<file path="config.mk">
export PLATFORM = sky130hd
export DESIGN_NAME = chunked_transfer_receiver
export DESIGN_NICKNAME = d
export VERILOG_FILES = /design/src/hw/rtl/ctr_pkg.sv /design/src/hw/rtl/ctr_cfg.sv /design/src/hw/rtl/ctr_core.sv /design/src/hw/rtl/chunked_transfer_receiver.sv
export SDC_FILE = /design/constraint.sdc
export NUM_CORES = 1
export LEC_CHECK = 0
export ABC_AREA = 1
export CAP_MARGIN = 0
export CORE_ASPECT_RATIO = 1.75
export CORE_MARGIN = 2
export CORE_UTILIZATION = 40
export CTS_CLUSTER_SIZE = 24
export DETAILED_ROUTE_END_ITERATION = 12
export DONT_BUFFER_PORTS = 1
export PLACE_DENSITY_LB_ADDON = 0.2
export SETUP_SLACK_MARGIN = 0.15
export SYNTH_ARGS = -nofsm -noshare
export SYNTH_HDL_FRONTEND = slang
export SYNTH_HIERARCHICAL = 1
export SYNTH_SLANG_ARGS = --single-unit
</file>
<file path="constraint.sdc">
create_clock -name clk -period 15.38 [get_ports clk]
set_clock_uncertainty 0.1 [all_clocks]
set_input_delay 1.538 -clock clk [delete_from_list [all_inputs] [get_ports clk]]
set_output_delay 1.538 -clock clk [all_outputs]
set_load 0.05 [all_outputs]
</file>
<file path="src/hw/rtl/ctr_pkg.sv">
// ----------------------------------------------------------------------------
// ctr_pkg
// Shared types and codes of the chunked transfer receiver: the header
// transfer, the reply transfer, the configuration bundle and the field codes.
// ----------------------------------------------------------------------------
package ctr_pkg;

	localparam logic [2:0] PK_START = 3'd0;
	localparam logic [2:0] PK_DATA  = 3'd1;
	localparam logic [2:0] PK_END   = 3'd2;
	localparam logic [2:0] PK_ACK   = 3'd3;
	localparam logic [2:0] PK_ERROR = 3'd4;

	localparam logic [1:0] RK_NONE = 2'd0;
	localparam logic [1:0] RK_ACK  = 2'd1;
	localparam logic [1:0] RK_ERR  = 2'd2;

	localparam logic [1:0] AC_START = 2'd0;
	localparam logic [1:0] AC_DATA  = 2'd1;
	localparam logic [1:0] AC_END   = 2'd2;

	localparam logic [1:0] EC_TOO_LARGE = 2'd0;
	localparam logic [1:0] EC_SEQUENCE  = 2'd1;
	localparam logic [1:0] EC_CHECKSUM  = 2'd2;
	localparam logic [1:0] EC_MALFORMED = 2'd3;

	localparam logic [1:0] OC_CONTINUE = 2'd0;
	localparam logic [1:0] OC_COMPLETE = 2'd1;
	localparam logic [1:0] OC_ABORTED  = 2'd2;

	localparam logic [31:0] MAX_FILE_SIZE_RST = 32'd1048576;
	localparam logic [15:0] MAX_CHUNK_LEN_RST = 16'd1024;

	localparam logic REG_MAX_FILE_SIZE = 1'b0;
	localparam logic REG_MAX_CHUNK_LEN = 1'b1;

	typedef struct packed {
		logic [47:0] source_address;
		logic [2:0]  packet_kind;
		logic [31:0] transfer_tag;
		logic [31:0] seq_number;
		logic [31:0] byte_offset;
		logic [31:0] length_field;
		logic [31:0] header_check;
		logic [15:0] payload_bytes;
		logic [31:0] payload_check;
		logic        payload_matches_store;
		logic [31:0] stored_check;
	} item_t;

	typedef struct packed {
		logic [1:0]  reply_kind;
		logic [1:0]  reply_code;
		logic [31:0] reply_tag;
		logic [31:0] reply_seq;
		logic        store_chunk;
		logic [31:0] store_offset;
		logic [1:0]  outcome;
	} result_t;

	typedef struct packed {
		logic [31:0] max_file_size;
		logic [15:0] max_chunk_len;
	} cfg_t;

endpackage

</file>
<file path="src/hw/rtl/ctr_cfg.sv">
// ----------------------------------------------------------------------------
// ctr_cfg
// APB-style register file holding the size limits of the receiver.
// ----------------------------------------------------------------------------
module ctr_cfg (
	input  logic         clk,
	input  logic         arst_n,
	input  logic         psel,
	input  logic         penable,
	input  logic         pwrite,
	input  logic [2:0]   paddr,
	input  logic [31:0]  pwdata,
	output logic [31:0]  prdata,
	output logic         pready,
	output ctr_pkg::cfg_t cfg
);
	import ctr_pkg::*;

	logic [31:0] max_file_size_q;
	logic [15:0] max_chunk_len_q;
	logic        wr_en;

	assign pready = 1'b1;
	assign wr_en  = psel && penable && pwrite && pready;

	always_ff @(posedge clk or negedge arst_n) begin
		if (!arst_n) begin
			max_file_size_q <= MAX_FILE_SIZE_RST;
			max_chunk_len_q <= MAX_CHUNK_LEN_RST;
		end else if (wr_en) begin
			unique case (paddr[2])
				REG_MAX_FILE_SIZE: max_file_size_q <= pwdata;
				REG_MAX_CHUNK_LEN: max_chunk_len_q <= pwdata[15:0];
				default: ;
			endcase
		end
	end

	always_comb begin
		unique case (paddr[2])
			REG_MAX_FILE_SIZE: prdata = max_file_size_q;
			REG_MAX_CHUNK_LEN: prdata = {16'd0, max_chunk_len_q};
			default:           prdata = 32'd0;
		endcase
	end

	assign cfg.max_file_size = max_file_size_q;
	assign cfg.max_chunk_len = max_chunk_len_q;

endmodule

</file>
<file path="src/hw/rtl/ctr_core.sv">
// ----------------------------------------------------------------------------
// ctr_core
// Transfer state and the single-pass decision logic: one header in, one
// reply out, state updated on the same edge.
// ----------------------------------------------------------------------------
module ctr_core (
	input  logic            clk,
	input  logic            arst_n,
	input  logic            fire,
	input  ctr_pkg::item_t  item,
	input  ctr_pkg::cfg_t   cfg,
	output ctr_pkg::result_t res
);
	import ctr_pkg::*;

	logic        receiving_q, receiving_d;
	logic [47:0] peer_address_q, peer_address_d;
	logic [31:0] active_tag_q, active_tag_d;
	logic [31:0] expected_size_q, expected_size_d;
	logic [31:0] expected_check_q, expected_check_d;
	logic [31:0] next_seq_q, next_seq_d;
	logic [31:0] bytes_received_q, bytes_received_d;

	logic [31:0] len;
	logic [31:0] off;
	logic        same_peer;
	logic        len_ok;
	logic        dup;
	logic        seq_fault;
	logic        end_fault;

	assign len       = item.length_field;
	assign off       = item.byte_offset;
	assign same_peer = (item.source_address == peer_address_q) &&
		(item.transfer_tag == active_tag_q);
	assign len_ok    = (len <= {16'd0, cfg.max_chunk_len}) &&
		(len <= {16'd0, item.payload_bytes});

	assign dup = (next_seq_q != 32'd0) && (item.seq_number == next_seq_q - 32'd1) &&
		len_ok && (off <= expected_size_q) && (len <= expected_size_q - off) &&
		(off + len == bytes_received_q) &&
		(item.payload_check == item.header_check) &&
		((len == 32'd0) || item.payload_matches_store);

	assign seq_fault = (item.seq_number != next_seq_q) || (off != bytes_received_q) ||
		!len_ok || (len > expected_size_q - bytes_received_q);

	assign end_fault = (item.seq_number != next_seq_q) || (off != bytes_received_q) ||
		(len != expected_size_q) || (bytes_received_q != expected_size_q) ||
		(item.header_check != expected_check_q) ||
		(item.stored_check != expected_check_q);

	always_comb begin
		receiving_d      = receiving_q;
		peer_address_d   = peer_address_q;
		active_tag_d     = active_tag_q;
		expected_size_d  = expected_size_q;
		expected_check_d = expected_check_q;
		next_seq_d       = next_seq_q;
		bytes_received_d = bytes_received_q;
		res              = '0;

		if (!receiving_q) begin
			if (item.packet_kind == PK_START) begin
				peer_address_d   = item.source_address;
				active_tag_d     = item.transfer_tag;
				expected_size_d  = len;
				expected_check_d = item.header_check;
				res.reply_tag    = item.transfer_tag;
				res.reply_seq    = item.seq_number;
				if (len > cfg.max_file_size) begin
					res.reply_kind = RK_ERR;
					res.reply_code = EC_TOO_LARGE;
				end else begin
					receiving_d      = 1'b1;
					next_seq_d       = 32'd0;
					bytes_received_d = 32'd0;
					res.reply_kind   = RK_ACK;
					res.reply_code   = AC_START;
				end
			end
		end else if (same_peer) begin
			res.reply_tag = active_tag_q;
			res.reply_seq = item.seq_number;
			case (item.packet_kind)
				PK_START: begin
					res.reply_kind = RK_ACK;
					res.reply_code = AC_START;
				end
				PK_DATA: begin
					if (dup) begin
						res.reply_kind = RK_ACK;
						res.reply_code = AC_DATA;
					end else if (seq_fault) begin
						receiving_d    = 1'b0;
						res.reply_kind = RK_ERR;
						res.reply_code = EC_SEQUENCE;
						res.outcome    = OC_ABORTED;
					end else if (item.payload_check != item.header_check) begin
						receiving_d    = 1'b0;
						res.reply_kind = RK_ERR;
						res.reply_code = EC_CHECKSUM;
						res.outcome    = OC_ABORTED;
					end else begin
						res.reply_kind   = RK_ACK;
						res.reply_code   = AC_DATA;
						res.store_chunk  = 1'b1;
						res.store_offset = bytes_received_q;
						bytes_received_d = bytes_received_q + len;
						next_seq_d       = next_seq_q + 32'd1;
					end
				end
				PK_END: begin
					receiving_d = 1'b0;
					if (end_fault) begin
						res.reply_kind = RK_ERR;
						res.reply_code = EC_CHECKSUM;
						res.outcome    = OC_ABORTED;
					end else begin
						res.reply_kind = RK_ACK;
						res.reply_code = AC_END;
						res.outcome    = OC_COMPLETE;
					end
				end
				PK_ERROR: begin
					receiving_d = 1'b0;
					res         = '0;
					res.outcome = OC_ABORTED;
				end
				default: begin
					receiving_d    = 1'b0;
					res.reply_kind = RK_ERR;
					res.reply_code = EC_MALFORMED;
					res.outcome    = OC_ABORTED;
				end
			endcase
		end
	end

	always_ff @(posedge clk or negedge arst_n) begin
		if (!arst_n) begin
			receiving_q      <= 1'b0;
			peer_address_q   <= '0;
			active_tag_q     <= '0;
			expected_size_q  <= '0;
			expected_check_q <= '0;
			next_seq_q       <= '0;
			bytes_received_q <= '0;
		end else if (fire) begin
			receiving_q      <= receiving_d;
			peer_address_q   <= peer_address_d;
			active_tag_q     <= active_tag_d;
			expected_size_q  <= expected_size_d;
			expected_check_q <= expected_check_d;
			next_seq_q       <= next_seq_d;
			bytes_received_q <= bytes_received_d;
		end
	end

	a_store_is_data_ack: assert property (@(posedge clk) disable iff (!arst_n)
		fire && res.store_chunk |-> res.reply_kind == RK_ACK && res.reply_code == AC_DATA)
		else $error("store request without data ack");

	a_end_drops_receiving: assert property (@(posedge clk) disable iff (!arst_n)
		fire && res.outcome != OC_CONTINUE |=> !receiving_q)
		else $error("still receiving after complete or abort");

	a_idle_ignores: assert property (@(posedge clk) disable iff (!arst_n)
		fire && !receiving_q && item.packet_kind != PK_START |->
		res.reply_kind == RK_NONE && res.outcome == OC_CONTINUE)
		else $error("idle receiver answered a non-start header");

	a_bytes_advance: assert property (@(posedge clk) disable iff (!arst_n)
		fire && res.store_chunk |=>
		bytes_received_q == $past(bytes_received_q + item.length_field))
		else $error("byte count did not advance by chunk length");

endmodule

</file>
<file path="src/hw/rtl/chunked_transfer_receiver.sv">
// ----------------------------------------------------------------------------
// chunked_transfer_receiver
// Receive side of a stop-and-wait chunked file transfer, one decoded header
// per transfer.
// ----------------------------------------------------------------------------
// usage:
//   item channel (item_valid / item_stall / item) carries one decoded header
//   with its payload checks; result channel (result_valid / result_stall /
//   result) returns exactly one reply per header, in order
//   headers pass an input register, then the decision logic and transfer
//   state, then an output register: result_valid rises when the reply is
//   loaded into the output register; throughput is one header per cycle
//   while result_stall does not hold the output register
//   the state update for a header happens when it moves into the output
//   register, so the next header always sees it
//   when result_stall is high the output holds its reply and one more header
//   waits in the input register; item_stall rises only when both are full
//   the apb port holds max_file_size (0x0) and max_chunk_len (0x4); write it
//   only while no header is in flight
//   reset clears both registers' valid flags, sets the receiver to waiting
//   for start and loads the limits with their defaults
// ----------------------------------------------------------------------------
module chunked_transfer_receiver (
	input  logic              clk,
	input  logic              arst_n,
	input  logic              item_valid,
	output logic              item_stall,
	input  ctr_pkg::item_t    item,
	output logic              result_valid,
	input  logic              result_stall,
	output ctr_pkg::result_t  result,
	input  logic              psel,
	input  logic              penable,
	input  logic              pwrite,
	input  logic [2:0]        paddr,
	input  logic [31:0]       pwdata,
	output logic [31:0]       prdata,
	output logic              pready
);
	import ctr_pkg::*;

	cfg_t    cfg;
	logic    valid_s1;
	item_t   item_s1;
	logic    result_valid_q;
	result_t result_q;
	result_t core_res;
	logic    advance;
	logic    accept;

	ctr_cfg u_cfg (
		.clk     (clk),
		.arst_n  (arst_n),
		.psel    (psel),
		.penable (penable),
		.pwrite  (pwrite),
		.paddr   (paddr),
		.pwdata  (pwdata),
		.prdata  (prdata),
		.pready  (pready),
		.cfg     (cfg)
	);

	ctr_core u_core (
		.clk    (clk),
		.arst_n (arst_n),
		.fire   (advance),
		.item   (item_s1),
		.cfg    (cfg),
		.res    (core_res)
	);

	assign advance    = valid_s1 && (!result_valid_q || !result_stall);
	assign item_stall = valid_s1 && !advance;
	assign accept     = item_valid && !item_stall;

	// input register
	always_ff @(posedge clk or negedge arst_n) begin
		if (!arst_n) begin
			valid_s1 <= 1'b0;
		end else if (accept) begin
			valid_s1 <= 1'b1;
		end else if (advance) begin
			valid_s1 <= 1'b0;
		end
	end

	always_ff @(posedge clk) begin
		if (accept) begin
			item_s1 <= item;
		end
	end

	// result register
	always_ff @(posedge clk or negedge arst_n) begin
		if (!arst_n) begin
			result_valid_q <= 1'b0;
		end else if (advance) begin
			result_valid_q <= 1'b1;
		end else if (!result_stall) begin
			result_valid_q <= 1'b0;
		end
	end

	always_ff @(posedge clk) begin
		if (advance) begin
			result_q <= core_res;
		end
	end

	assign result_valid = result_valid_q;
	assign result       = result_q;

endmodule
</file>
### Word-level counts from Yosys, hierarchy flattened

Cells that the tools add are included.

| cells by class | value |
|---|---|
| add/subtract/negate cells | 6 |
| order comparisons | 6 |
| equality and inequality tests | 22 |
| multiplexer cells | 45 |
| bitwise operators | 4 |
| reduce and logical (&&, ||, !) cells | 40 |

Operator list:

| kind | count |
|---|---|
| two-way mux 32 bit | 14 |
| != test 32 bit | 7 |
| two-way mux 68 bit | 2 |
| equality test 32 bit | 4 |
| two-way mux 103 bit | 1 |
| two-way mux 33 bit | 3 |
| adder 32 bit | 2 |
| > comparator 32 bit | 2 |
| <= comparator 32 x 16 -> 1 bit | 2 |
| <= comparator 32 bit | 2 |
| two-way mux 64 bit | 1 |
| one-hot mux 32 bit (2 select lines) | 1 |
| subtractor 32 bit | 2 |
| equality test 48 bit | 1 |
| two-way mux 35 bit | 1 |
| adder 32 x 1 -> 32 bit (second input constant) | 1 |
| zero test 32 bit | 1 |
| nonzero test 32 bit | 1 |
| subtractor 32 x 1 -> 32 bit (second input constant) | 1 |
| two-way mux 4 bit | 5 |
| one-hot mux 4 bit (4 select lines) | 1 |
| logical AND 1 bit | 14 |
| two-way mux 1 bit | 11 |
| != test 2 bit (second input constant) | 5 |
| 17 further kinds | 38 |

| storage, ports and cells | value |
|---|---|
| bits in registers | 654 |
| output and inout port bits | 138 |
| logic and storage cells | 152 |

### Longest topological paths before layout

Gate-level depths: netlist of the first run.

| logic depth | value |
|---|---|
| depth after elaboration | 13 |
| gate-level depth with buffers | 34 |
| depth with buffers taken out | 34 |

### By module

The synthesis of the first run kept the hierarchy.

Modules (own cells, without submodules):

| module | times used | cells each | area each (µm²) |
|---|---|---|---|
| ctr_core | 1 | 3658 | 24935.2 |
| chunked_transfer_receiver | 1 | 407 | 11956.5 |
| ctr_cfg | 1 | 299 | 2239.6 |

### Worst setup path after synthesis of the first run

No wires, ideal clock.

| path | value |
|---|---|
| path kind | in2reg |
| start point | input port result_stall |
| end point | register u_core.peer_address_q[10] |
| setup time | 0.125 ns |
| arrival time | 8.196 ns |
| required time | 15.155 ns |
| path slack | 6.959 ns |
| cell stages on the path | 5 |
| path buffers | 2 |
| cells stage by stage | a21oi_1 -> nand2_1 -> clkbuf_1 -> buf_1 -> mux2_2 |

| on the way | value |
|---|---|
| cells in the longest elaborated chain, start to end | 4 |

Ends and longest elaborated chain:

| what | RTL line | RTL |
|---|---|---|
| from (decl) | chunked_transfer_receiver.sv:30 | `input logic result_stall,` |
| zero test 1 bit | n/a |  |
| logical OR 1 bit | chunked_transfer_receiver.sv:73 | `assign advance = valid_s1 && (!result_valid_q \|\| !result_stall);` |
| logical AND 1 bit | chunked_transfer_receiver.sv:73 |  |
| AND reduction 3 bit (no source line) | n/a |  |
| to (signal assigned) | ctr_core.sv:151 | `peer_address_q <= peer_address_d;` |
| to (decl) | ctr_core.sv:17 | `logic [47:0] peer_address_q, peer_address_d;` |

No other way between the ends.
A chain may end at the register's enable or synchronous reset.

### Worst setup path after layout of the first run

| path | value |
|---|---|
| start point | register u_core.expected_size_q[0] |
| end point | register u_core.bytes_received_q[14] |

| on the way | value |
|---|---|
| cells in the longest elaborated chain, start to end | 8 |
| elaborated cells on any way between the ends | 14 |
| classes of those cells | add/sub (2); order compare (3); eq/ne (2); reduce/logical (7) |

Ends and longest elaborated chain:

| what | RTL line | RTL |
|---|---|---|
| from (decl) | ctr_core.sv:19 | `logic [31:0] expected_size_q, expected_size_d;` |
| from (signal assigned) | ctr_core.sv:153 | `expected_size_q <= expected_size_d;` |
| subtractor 32 bit or <= comparator 32 bit (tied branches) | ctr_core.sv:40 | `len_ok && (off <= expected_size_q) && (len <= expected_size_q - off) &&` |
| <= comparator 32 bit or logical AND 1 bit (tied branches) | ctr_core.sv:40 |  |
| logical AND 1 bit (2 in series) | ctr_core.sv:40 |  |
| logical AND 1 bit | ctr_core.sv:41 | `(off + len == bytes_received_q) &&` |
| logical AND 1 bit | ctr_core.sv:42 | `(item.payload_check == item.header_check) &&` |
| != test 2 bit (no source line) | n/a |  |
| AND reduction 8 bit (no source line) (*) | n/a |  |
| to (signal assigned) | ctr_core.sv:156 | `bytes_received_q <= bytes_received_d;` |
| to (decl) | ctr_core.sv:22 | `logic [31:0] bytes_received_q, bytes_received_d;` |

Every way passes the cells marked *; elsewhere a longest branch is shown, timed or not.

==> results of run 1 <==
[worst min-delay path, delay by kind of cell, from the launching register on]
kind / cells / cell delay [ns]
simple gates: 2 / 0.10
flops: 1 / 0.38
[worst max path at each step]
| stage | endpoint | start | cells after the start | slack (ns) |
|---|---|---|---|---|
| 2_1_floorplan | u_core/peer_address_q[10] | result_stall | 5 | 6.96 |
| 3_3_place_gp | u_core/bytes_received_q[31] | u_core/expected_size_q[0] | 31 | 8.98 |
| 3_5_place_dp | u_core/bytes_received_q[15] | u_core/expected_size_q[0] | 31 | 8.89 |
| 4_1_cts | u_core/bytes_received_q[15] | u_core/expected_size_q[0] | 31 | 8.85 |
| 5_1_grt | u_core/bytes_received_q[17] | u_core/expected_size_q[0] | 31 | 8.34 |
| 6_report | u_core/bytes_received_q[14] | u_core/expected_size_q[0] | 31 | 8.76 |
[cells by family (layout without fill, tap and decap cells)]
group | count (synthesis) | count (layout)
compound gates | 605 | 605
xor+xnor | 313 | 313
fa+ha+maj | 259 | 259
buf+inv | 575 | 630
flops | 654 | 654
mux | 66 | 66
other cells | 1 | 8
simple gates | 1891 | 1891
[metrics by stage]
step	util	area, um^2	worst slack, ns	std cells	hold WS [ns]
final	0.441	42800	8.76	5726	0.374
after global routing	0.441	42800	8.34	5724	0.392
after CTS	0.441	42800	8.85	5719	0.376
after detailed placement	0.417	40400	8.89	5591	0.367
after global placement	0.417	40400	8.98	5591	0.360
after floorplan	-	39100	6.96	4364	0.350
[state kept, by name (all words and copies together), names as in the netlist, 16 cells and up]
register,count
u_core/bytes_received_q,32
result,103
u_core/expected_check_q,32
u_core/peer_address_q,48
u_cfg/max_file_size_q,32
u_core/next_seq_q,32
item_s1,292
u_cfg/max_chunk_len_q,16
u_core/active_tag_q,32
u_core/expected_size_q,32
[metal layers]
layer	vias up	global-route usage	part of all wire
met5	-	0	0.0025
met3	367	0.0624	0.059
met4	52	0.171	0.070
met2	1028	0.496	0.52
li1	14650	-	-
met1	14393	0.266	0.35
[cells in the mapped netlist, drive strengths merged (40+ instances only)]
cell type | instances | area share
dfrtp | 257 | 0.16
nor4 | 40 | 0.0064
xnor2 | 174 | 0.039
nand4 | 82 | 0.013
clkbuf | 40 | 0.0038
inv | 474 | 0.045
ha | 255 | 0.082
xor2 | 137 | 0.031
buf | 60 | 0.011
o21ai | 274 | 0.040
nor2 | 388 | 0.040
a21oi | 214 | 0.027
nor3 | 42 | 0.0056
mux2 | 66 | 0.019
nand3 | 191 | 0.025
edfxtp | 395 | 0.30
nand2 | 1081 | 0.11
[area by class of cell]
cell class	instances	share of cell area
multi-input cells	3135	0.432
flip-flops and latches	654	0.429
clock buffers	88	0.0442
inverters	475	0.0419
well taps	1300	0.0380
clock inverters	40	0.0101
repair buffers	27	0.00503
diodes	7	0.000409
[power by group through the flow]
| stage | sequential, mW | combinational, mW | clock [mW] |
|---|---|---|---|
| 2_1_floorplan | 2.53 | 2.25 | 0 |
| 3_3_place_gp | 2.66 | 3.03 | 0 |
| 3_5_place_dp | 2.66 | 3.05 | 0 |
| 4_1_cts | 2.63 | 3.07 | 1.79 |
| 5_1_grt | 2.66 | 3.43 | 1.85 |
| 6_report | 2.63 | 3.09 | 1.74 |
==> results by group, run 1 <==
STA
  • Slew of the pin with the lowest slew margin: 1.12 ns
  • Unrepaired setup endpoints after global routing: false
  • Top achievable clock speed: 0.151 GHz
  • Post-Route Setup TNS: 0 ns
  • Final cycle utilization of the critical path: 0.430
  • Final Hold Fails: 0
  • Final critical path time including I/O delays and setup: 6.62 ns
  • Number of slew-limit violations in the final report: 0
  • Count of final setup violators: 0
  • Relative slew slack: 0.254

Detailed routing
  • Violation count after the first detailed-routing iteration: 1950
  • Antenna Violating Nets Remaining: 0
  • Number of vias after detailed routing: 30490
  • Post-Route WL: between 100000 and 150000 um
  • Post-DR vias/cell: 5.32
  • Pre-Repair DR Iteration Count: 6
  • Number of remaining DRC errors: 0
  • Wirelength per Cell: roughly 24 um

Synthesis
  • Async SR Flop Fraction: 0.396
  • Complex-gate fraction of the synthesized area: 0.0897
  • Synthesis Warnings: 6
  • Post-Syn Area: 39100 um^2
  • Mapped Cells: 4364
  • Parity-gate share of the synthesized area counting xor and xnor cells: 0.0710
  • Ys flop type: edfxtp_1
  • Sequential share of the synthesized area: 0.469
  • Count of flip-flops with a built-in enable after synthesis: 395
  • Mapped Nets: 4957
  • Number of unique standard cell types used by synthesis: 63
  • Mean instance size in the synthesized netlist: approximately 9 um^2
  • Synthesized-area fraction occupied by adder cells: 0.0836
  • Combinational family with the most area after synthesis: simple AND/OR/NAND/NOR gates
  • FF+latch count, synth: 654
  • Post-Synth Simple-Gate Area: 0.208
  • Mux contribution to synthesized area: 0.0190

Power
  • Fraction of power spent switching nets: 0.426
  • Power share of the sequential group: 0.352
  • Areal power density over the cells: between 150 and 200 nW/um^2
  • Peak VDD IR: 0.121 mV
  • Comb pwr share: 0.414
  • Switching component of the power: 3.18 mW
  • P_leak: 18.6 nW
  • Total power of the final layout: 7.46 mW
  • Share of power burned in the clock network: 0.234
  • Internal Pwr Total: 4.28 mW

Worst setup path
  • Largest fanout of any net on the critical path: 20
  • Register-to-Register Path Depth: 31
  • Crit path DAT: around 7.1 ns
  • Biggest cell delay along the critical path: 0.69 ns
  • Critical path class: flop to flop
  • Launching element type of the critical path: flop
  • Library cell appearing most often on the critical path: nand2_1
  • Crit path buf inv count: 2
  • Launching point of the worst reg2reg path: u_core/expected_size_q[0]
  • Worst path slowest cell: nand3_2
  • Element type at the critical path end: flop
  • R2R setup slack: 8.76 ns
  • Endpoint of the lowest-slack register-to-register path: u_core/bytes_received_q[14]
  • Critical path's top delay family: simple AND/OR/NAND/NOR gates
  • Endpoint required time on the critical path: roughly 16 ns

Placed design
  • PortBufs: 0
  • DP HPWL: 106000 um
  • Final weighted congestion of routability-driven global placement: 1.00

Floorplanning
  • Chip Width: between 200 and 250 um
  • Core Rows: around 150
  • Initial Util: 0.404
  • DIE AREA: 100000 um^2
  • IO Pins: between 400 and 500
  • Height of the chip: 418 um
  • Core area: 96900 um^2

Global routing
  • Initial antenna violation count: 37
  • Gr ovfl total: 0
  • Maximum number of pins on one net before global-route repair: 260
  • Via count of the first global-routing pass: 30472
  • Global-route wire length before repair: approximately 200000 um
  • Total global routing track utilization: 0.268

Clock tree
  • Clock latency on the worst-skew pair: 0.66 ns
  • Number of buffers added to fix hold violations after cts: 0
  • Post-CTS sizing: 0
  • Count of clock tree sinks: 654
  • TritonCTS clock tree: built
  • CTS buffer count: 69
  • CTS max path bufs: 3
  • Clock-pin slew on the worst setup and hold paths: 0.07 ns
  • H-tree levels: 3
  • Number of buffers added for setup after CTS: 0
  • Buffer cell driving the clock tree root: clkbuf_16

Job
  • MaxCap Viol Count: 0

Hold path
  • Hold Crit Start: u_cfg/max_file_size_q[20]
  • End point of the most critical hold path: u_cfg/max_file_size_q[20]
  • Class of the tightest hold or removal check: flop to flop
  • Hold-critical path depth: 2

Final layout
  • Reg area: roughly 18000 um^2
  • FILL cells: 9480
  • Post-synthesis to final-layout area growth: 9.33%
  • Share of post-route cells with drive strength above 1: 0.0808
  • Most frequent cells in the layout: nand2_1, inv_1, edfxtp_1
  • Most common cell after layout, fill and taps aside: nand2_1
  • Area occupied by multi-input gates: 18500 um^2
  • Final nets: ~5000

Run status
  • Run status: finished clean
No activity file was read; power rests on OpenSTA's default activity.
==> run 2, diff against run 1 <==
==> constraint.sdc (replaced) <==
create_clock -name clk -period 5.7 [get_ports clk]
set_clock_uncertainty 0.1 [all_clocks]
set_input_delay 0.57 -clock clk [delete_from_list [all_inputs] [get_ports clk]]
set_output_delay 0.57 -clock clk [all_outputs]
set_load 0.05 [all_outputs]
==> run 2 against run 1 <==
The flow now finishes with violations (negative hold slack). Hold slack got worse by 0.86 ns. Wire length increased by 4.0%. Power increased to 2.8 times the previous value. Clock power increased to 2.7 times the previous value. Critical path depth decreased by 2. Via count increased by 5.7%. Sequential share of layout area decreased by 3.5 points. Largest power group unchanged.
==> results by group, run 2 (synthesized netlist as in run 1, its figures left out) <==
Worst setup path
  • Critical path class: flop to flop
  • Element type at the critical path end: flop
  • Register-to-Register Path Depth: 29 (-6.5%)
  • Largest fanout of any net on the critical path: 5 (-75%)
  • Library cell appearing most often on the critical path: nand2_1
  • Launching element type of the critical path: flop
  • Endpoint required time on the critical path: 6.00 ns (-9.85 ns)
  • Worst path slowest cell: dfrtp_1
  • Crit path DAT: 5.49 ns (-1.60 ns)
  • Biggest cell delay along the critical path: 0.47 ns (-0.22 ns)

STA
  • Relative slew slack: 0.210 (-0.0432)
  • Top achievable clock speed: 0.193 GHz (+27%)
  • Final critical path time including I/O delays and setup: 5.19 ns (-1.42 ns)
  • Slew of the pin with the lowest slew margin: 1.18 ns (+0.0648 ns)
  • Final cycle utilization of the critical path: 0.911 (+0.481)
  • Unrepaired setup endpoints after global routing: true
  • Count of final setup violators: 0 (unchanged)
  • Final Hold Fails: 259 (+259)
  • Post-Route Setup TNS: 0 ns (unchanged)
  • Hold slack final: -0.484 ns (-0.858 ns)
  • Number of slew-limit violations in the final report: 0 (unchanged)

Global routing
  • Via count of the first global-routing pass: 33023 (+8.4%)
  • Gr busiest metal: met2
  • Met3 Usage GRT: 0.0503 (-0.0121)
  • Met2 global-route usage: 0.512 (+0.0160)
  • Maximum number of pins on one net before global-route repair: 260 (unchanged)
  • Gr ovfl total: 0 (unchanged)
  • Initial antenna violation count: 5 (-86%)
  • Global-route met1 utilization: 0.281 (+0.0148)
  • Global-route wire length before repair: 205000 um (+4.8%)
  • Total global routing track utilization: 0.279 (+0.0103)

Final layout
  • Final nets: 5343 (+7.8%)
  • Top register by number of flip-flops: item_s1
  • Number of flip-flops under the largest register name: 292 (unchanged)
  • Most common cell after layout, fill and taps aside: nand2_1
  • Post-synthesis to final-layout area growth: 19.2%
  • Area occupied by multi-input gates: 18500 um^2 (+0.35%)
  • FILL cells: 9257 (-2.4%)
  • Most frequent cells in the layout: nand2_1, inv_1, edfxtp_1
  • Reg area: 18300 um^2 (about the same)
  • Share of post-route cells with drive strength above 1: 0.0874 (+0.00660)
  • Layout Cell Area excl Fill: 46600 um^2 (+9.0%)

Job
  • MaxCap Viol Count: 0 (unchanged)

Detailed routing
  • Post-Route WL: 141000 um (+4.0%)
  • Number of remaining DRC errors: 0 (unchanged)
  • Wirelength per Cell: 23.0 um (-2.5%)
  • Number of vias after detailed routing: 32215 (+5.7%)
  • Post-DR vias/cell: 5.27 (-0.97%)
  • Pre-Repair DR Iteration Count: 6 (unchanged)
  • Antenna Violating Nets Remaining: 0 (unchanged)
  • Violation count after the first detailed-routing iteration: 2185 (+12%)

Placed design
  • Final weighted congestion of routability-driven global placement: 0.997 (-0.44%)
  • DP HPWL: 108000 um (+2.8%)
  • PortBufs: 0 (unchanged)
  • Placed instance area: 40900 um^2 (+1.1%)

Floorplanning
  • Initial Util: 0.404 (unchanged)
  • IO Pins: 472 (unchanged)
  • Core area: 96900 um^2 (unchanged)
  • Height of the chip: 418 um (unchanged)
  • DIE AREA: 100000 um^2 (unchanged)
  • Core Rows: 151 (unchanged)
  • Chip Width: 240 um (unchanged)

Clock tree
  • Clock-pin slew on the worst setup and hold paths: 0.06 ns (about the same)
  • H-tree levels: 3 (unchanged)
  • Buffer cell driving the clock tree root: clkbuf_16
  • CTS max path bufs: 3 (unchanged)
  • CTS buffer count: 69 (unchanged)
  • Clock latency on the worst-skew pair: 0.66 ns (about the same)
  • Number of buffers added to fix hold violations after cts: 333 (+333)
  • TritonCTS clock tree: built
  • Count of clock tree sinks: 654 (unchanged)

Power
  • Peak VDD IR: 0.390 mV (+220%)
  • P_leak: 20.3 nW (+9.0%)
  • Areal power density over the cells: 443 nW/um^2 (+150%)

Hold path
  • Class of the tightest hold or removal check: input pin to async pin

Run status
  • Violations in the final reports: negative hold slack
  • Run status: complete, but fails checks
==> run 2: cell types whose count changed in the layout (fill, tap and decap cells not counted), sizes merged <==
cell | before | now
dlygate4sd3 | 0 | 333
buf | 27 | 82
inv | 485 | 479
diode | 7 | 3
bufinv | 4 | 6
clkinv | 18 | 20
clkinvlp | 8 | 10
clkbuf | 88 | 87
==> run 2: final cells by class <==
type | instances | area share
flip-flops and latches | 654 | 0.393
inverters | 475 | 0.0383
diodes | 3 | 0.000161
well taps | 1300 | 0.0349
multi-input cells | 3135 | 0.397
clock buffers | 87 | 0.0398
clock inverters | 40 | 0.00961
repair buffers | 415 | 0.0866
==> run 2: timing repair <==
item                                    CTS  global route
endpoints found under the hold margin   601           259
endpoints found under the setup margin    0           102
resized for setup                         0            15
buffers inserted                          0             5
==> run 2: final timing paths <==
check / start / end / slack (ns)
hold / removal: arst_n / u_cfg/max_chunk_len_q[11] / -0.48
min in group clk: penable / u_cfg/max_file_size_q[20] / 0.31
setup / recovery: u_core/expected_size_q[2] / result[102] / 0.51
max in group asynchronous: arst_n / u_core/active_tag_q[22] / 5.40
hold reg to reg: u_cfg/max_file_size_q[20] / u_cfg/max_file_size_q[20] / 0.38
setup reg to reg: u_core/expected_size_q[2] / result[102] / 0.51
==> run 2: metal layers <==
metal,share of wire,up-vias
met2,0.52,1047
met3,0.049,374
met1,0.35,15367
met5,0.000092,-
met4,0.080,2
li1,-,15425
==> run 2: report_power, final <==
part	internal [mW]	switching (mW)	leakage (nW)
clock	2.63	2.06	1.10
sequential	5.89	1.16	7.12
combinational	3.44	5.48	12.1
==> run 2: critical path, delay by kind of cell (launching register included) <==
family | cells | cell delay (ns)
simple gates | 19 | 2.09
compound gates | 6 | 1.21
fa+ha+maj | 2 | 0.68
flops | 1 | 0.47
xor+xnor | 1 | 0.18
buf+inv | 1 | 0.17
==> run 2: stage by stage <==
stage	hold slack [ns]	power (mW)	cells	worst slack, ns	utilization
6_report	-0.484	20.7	6109	0.508	0.481
5_1_grt	-0.512	22.0	6109	0.157	0.481
4_1_cts	-0.501	20.6	6101	0.284	0.480
3_5_place_dp	0.217	15.6	5641	0.350	0.422
3_3_place_gp	0.214	15.5	5641	0.402	0.422
2_1_floorplan	0.174	12.9	4364	0.0889	-
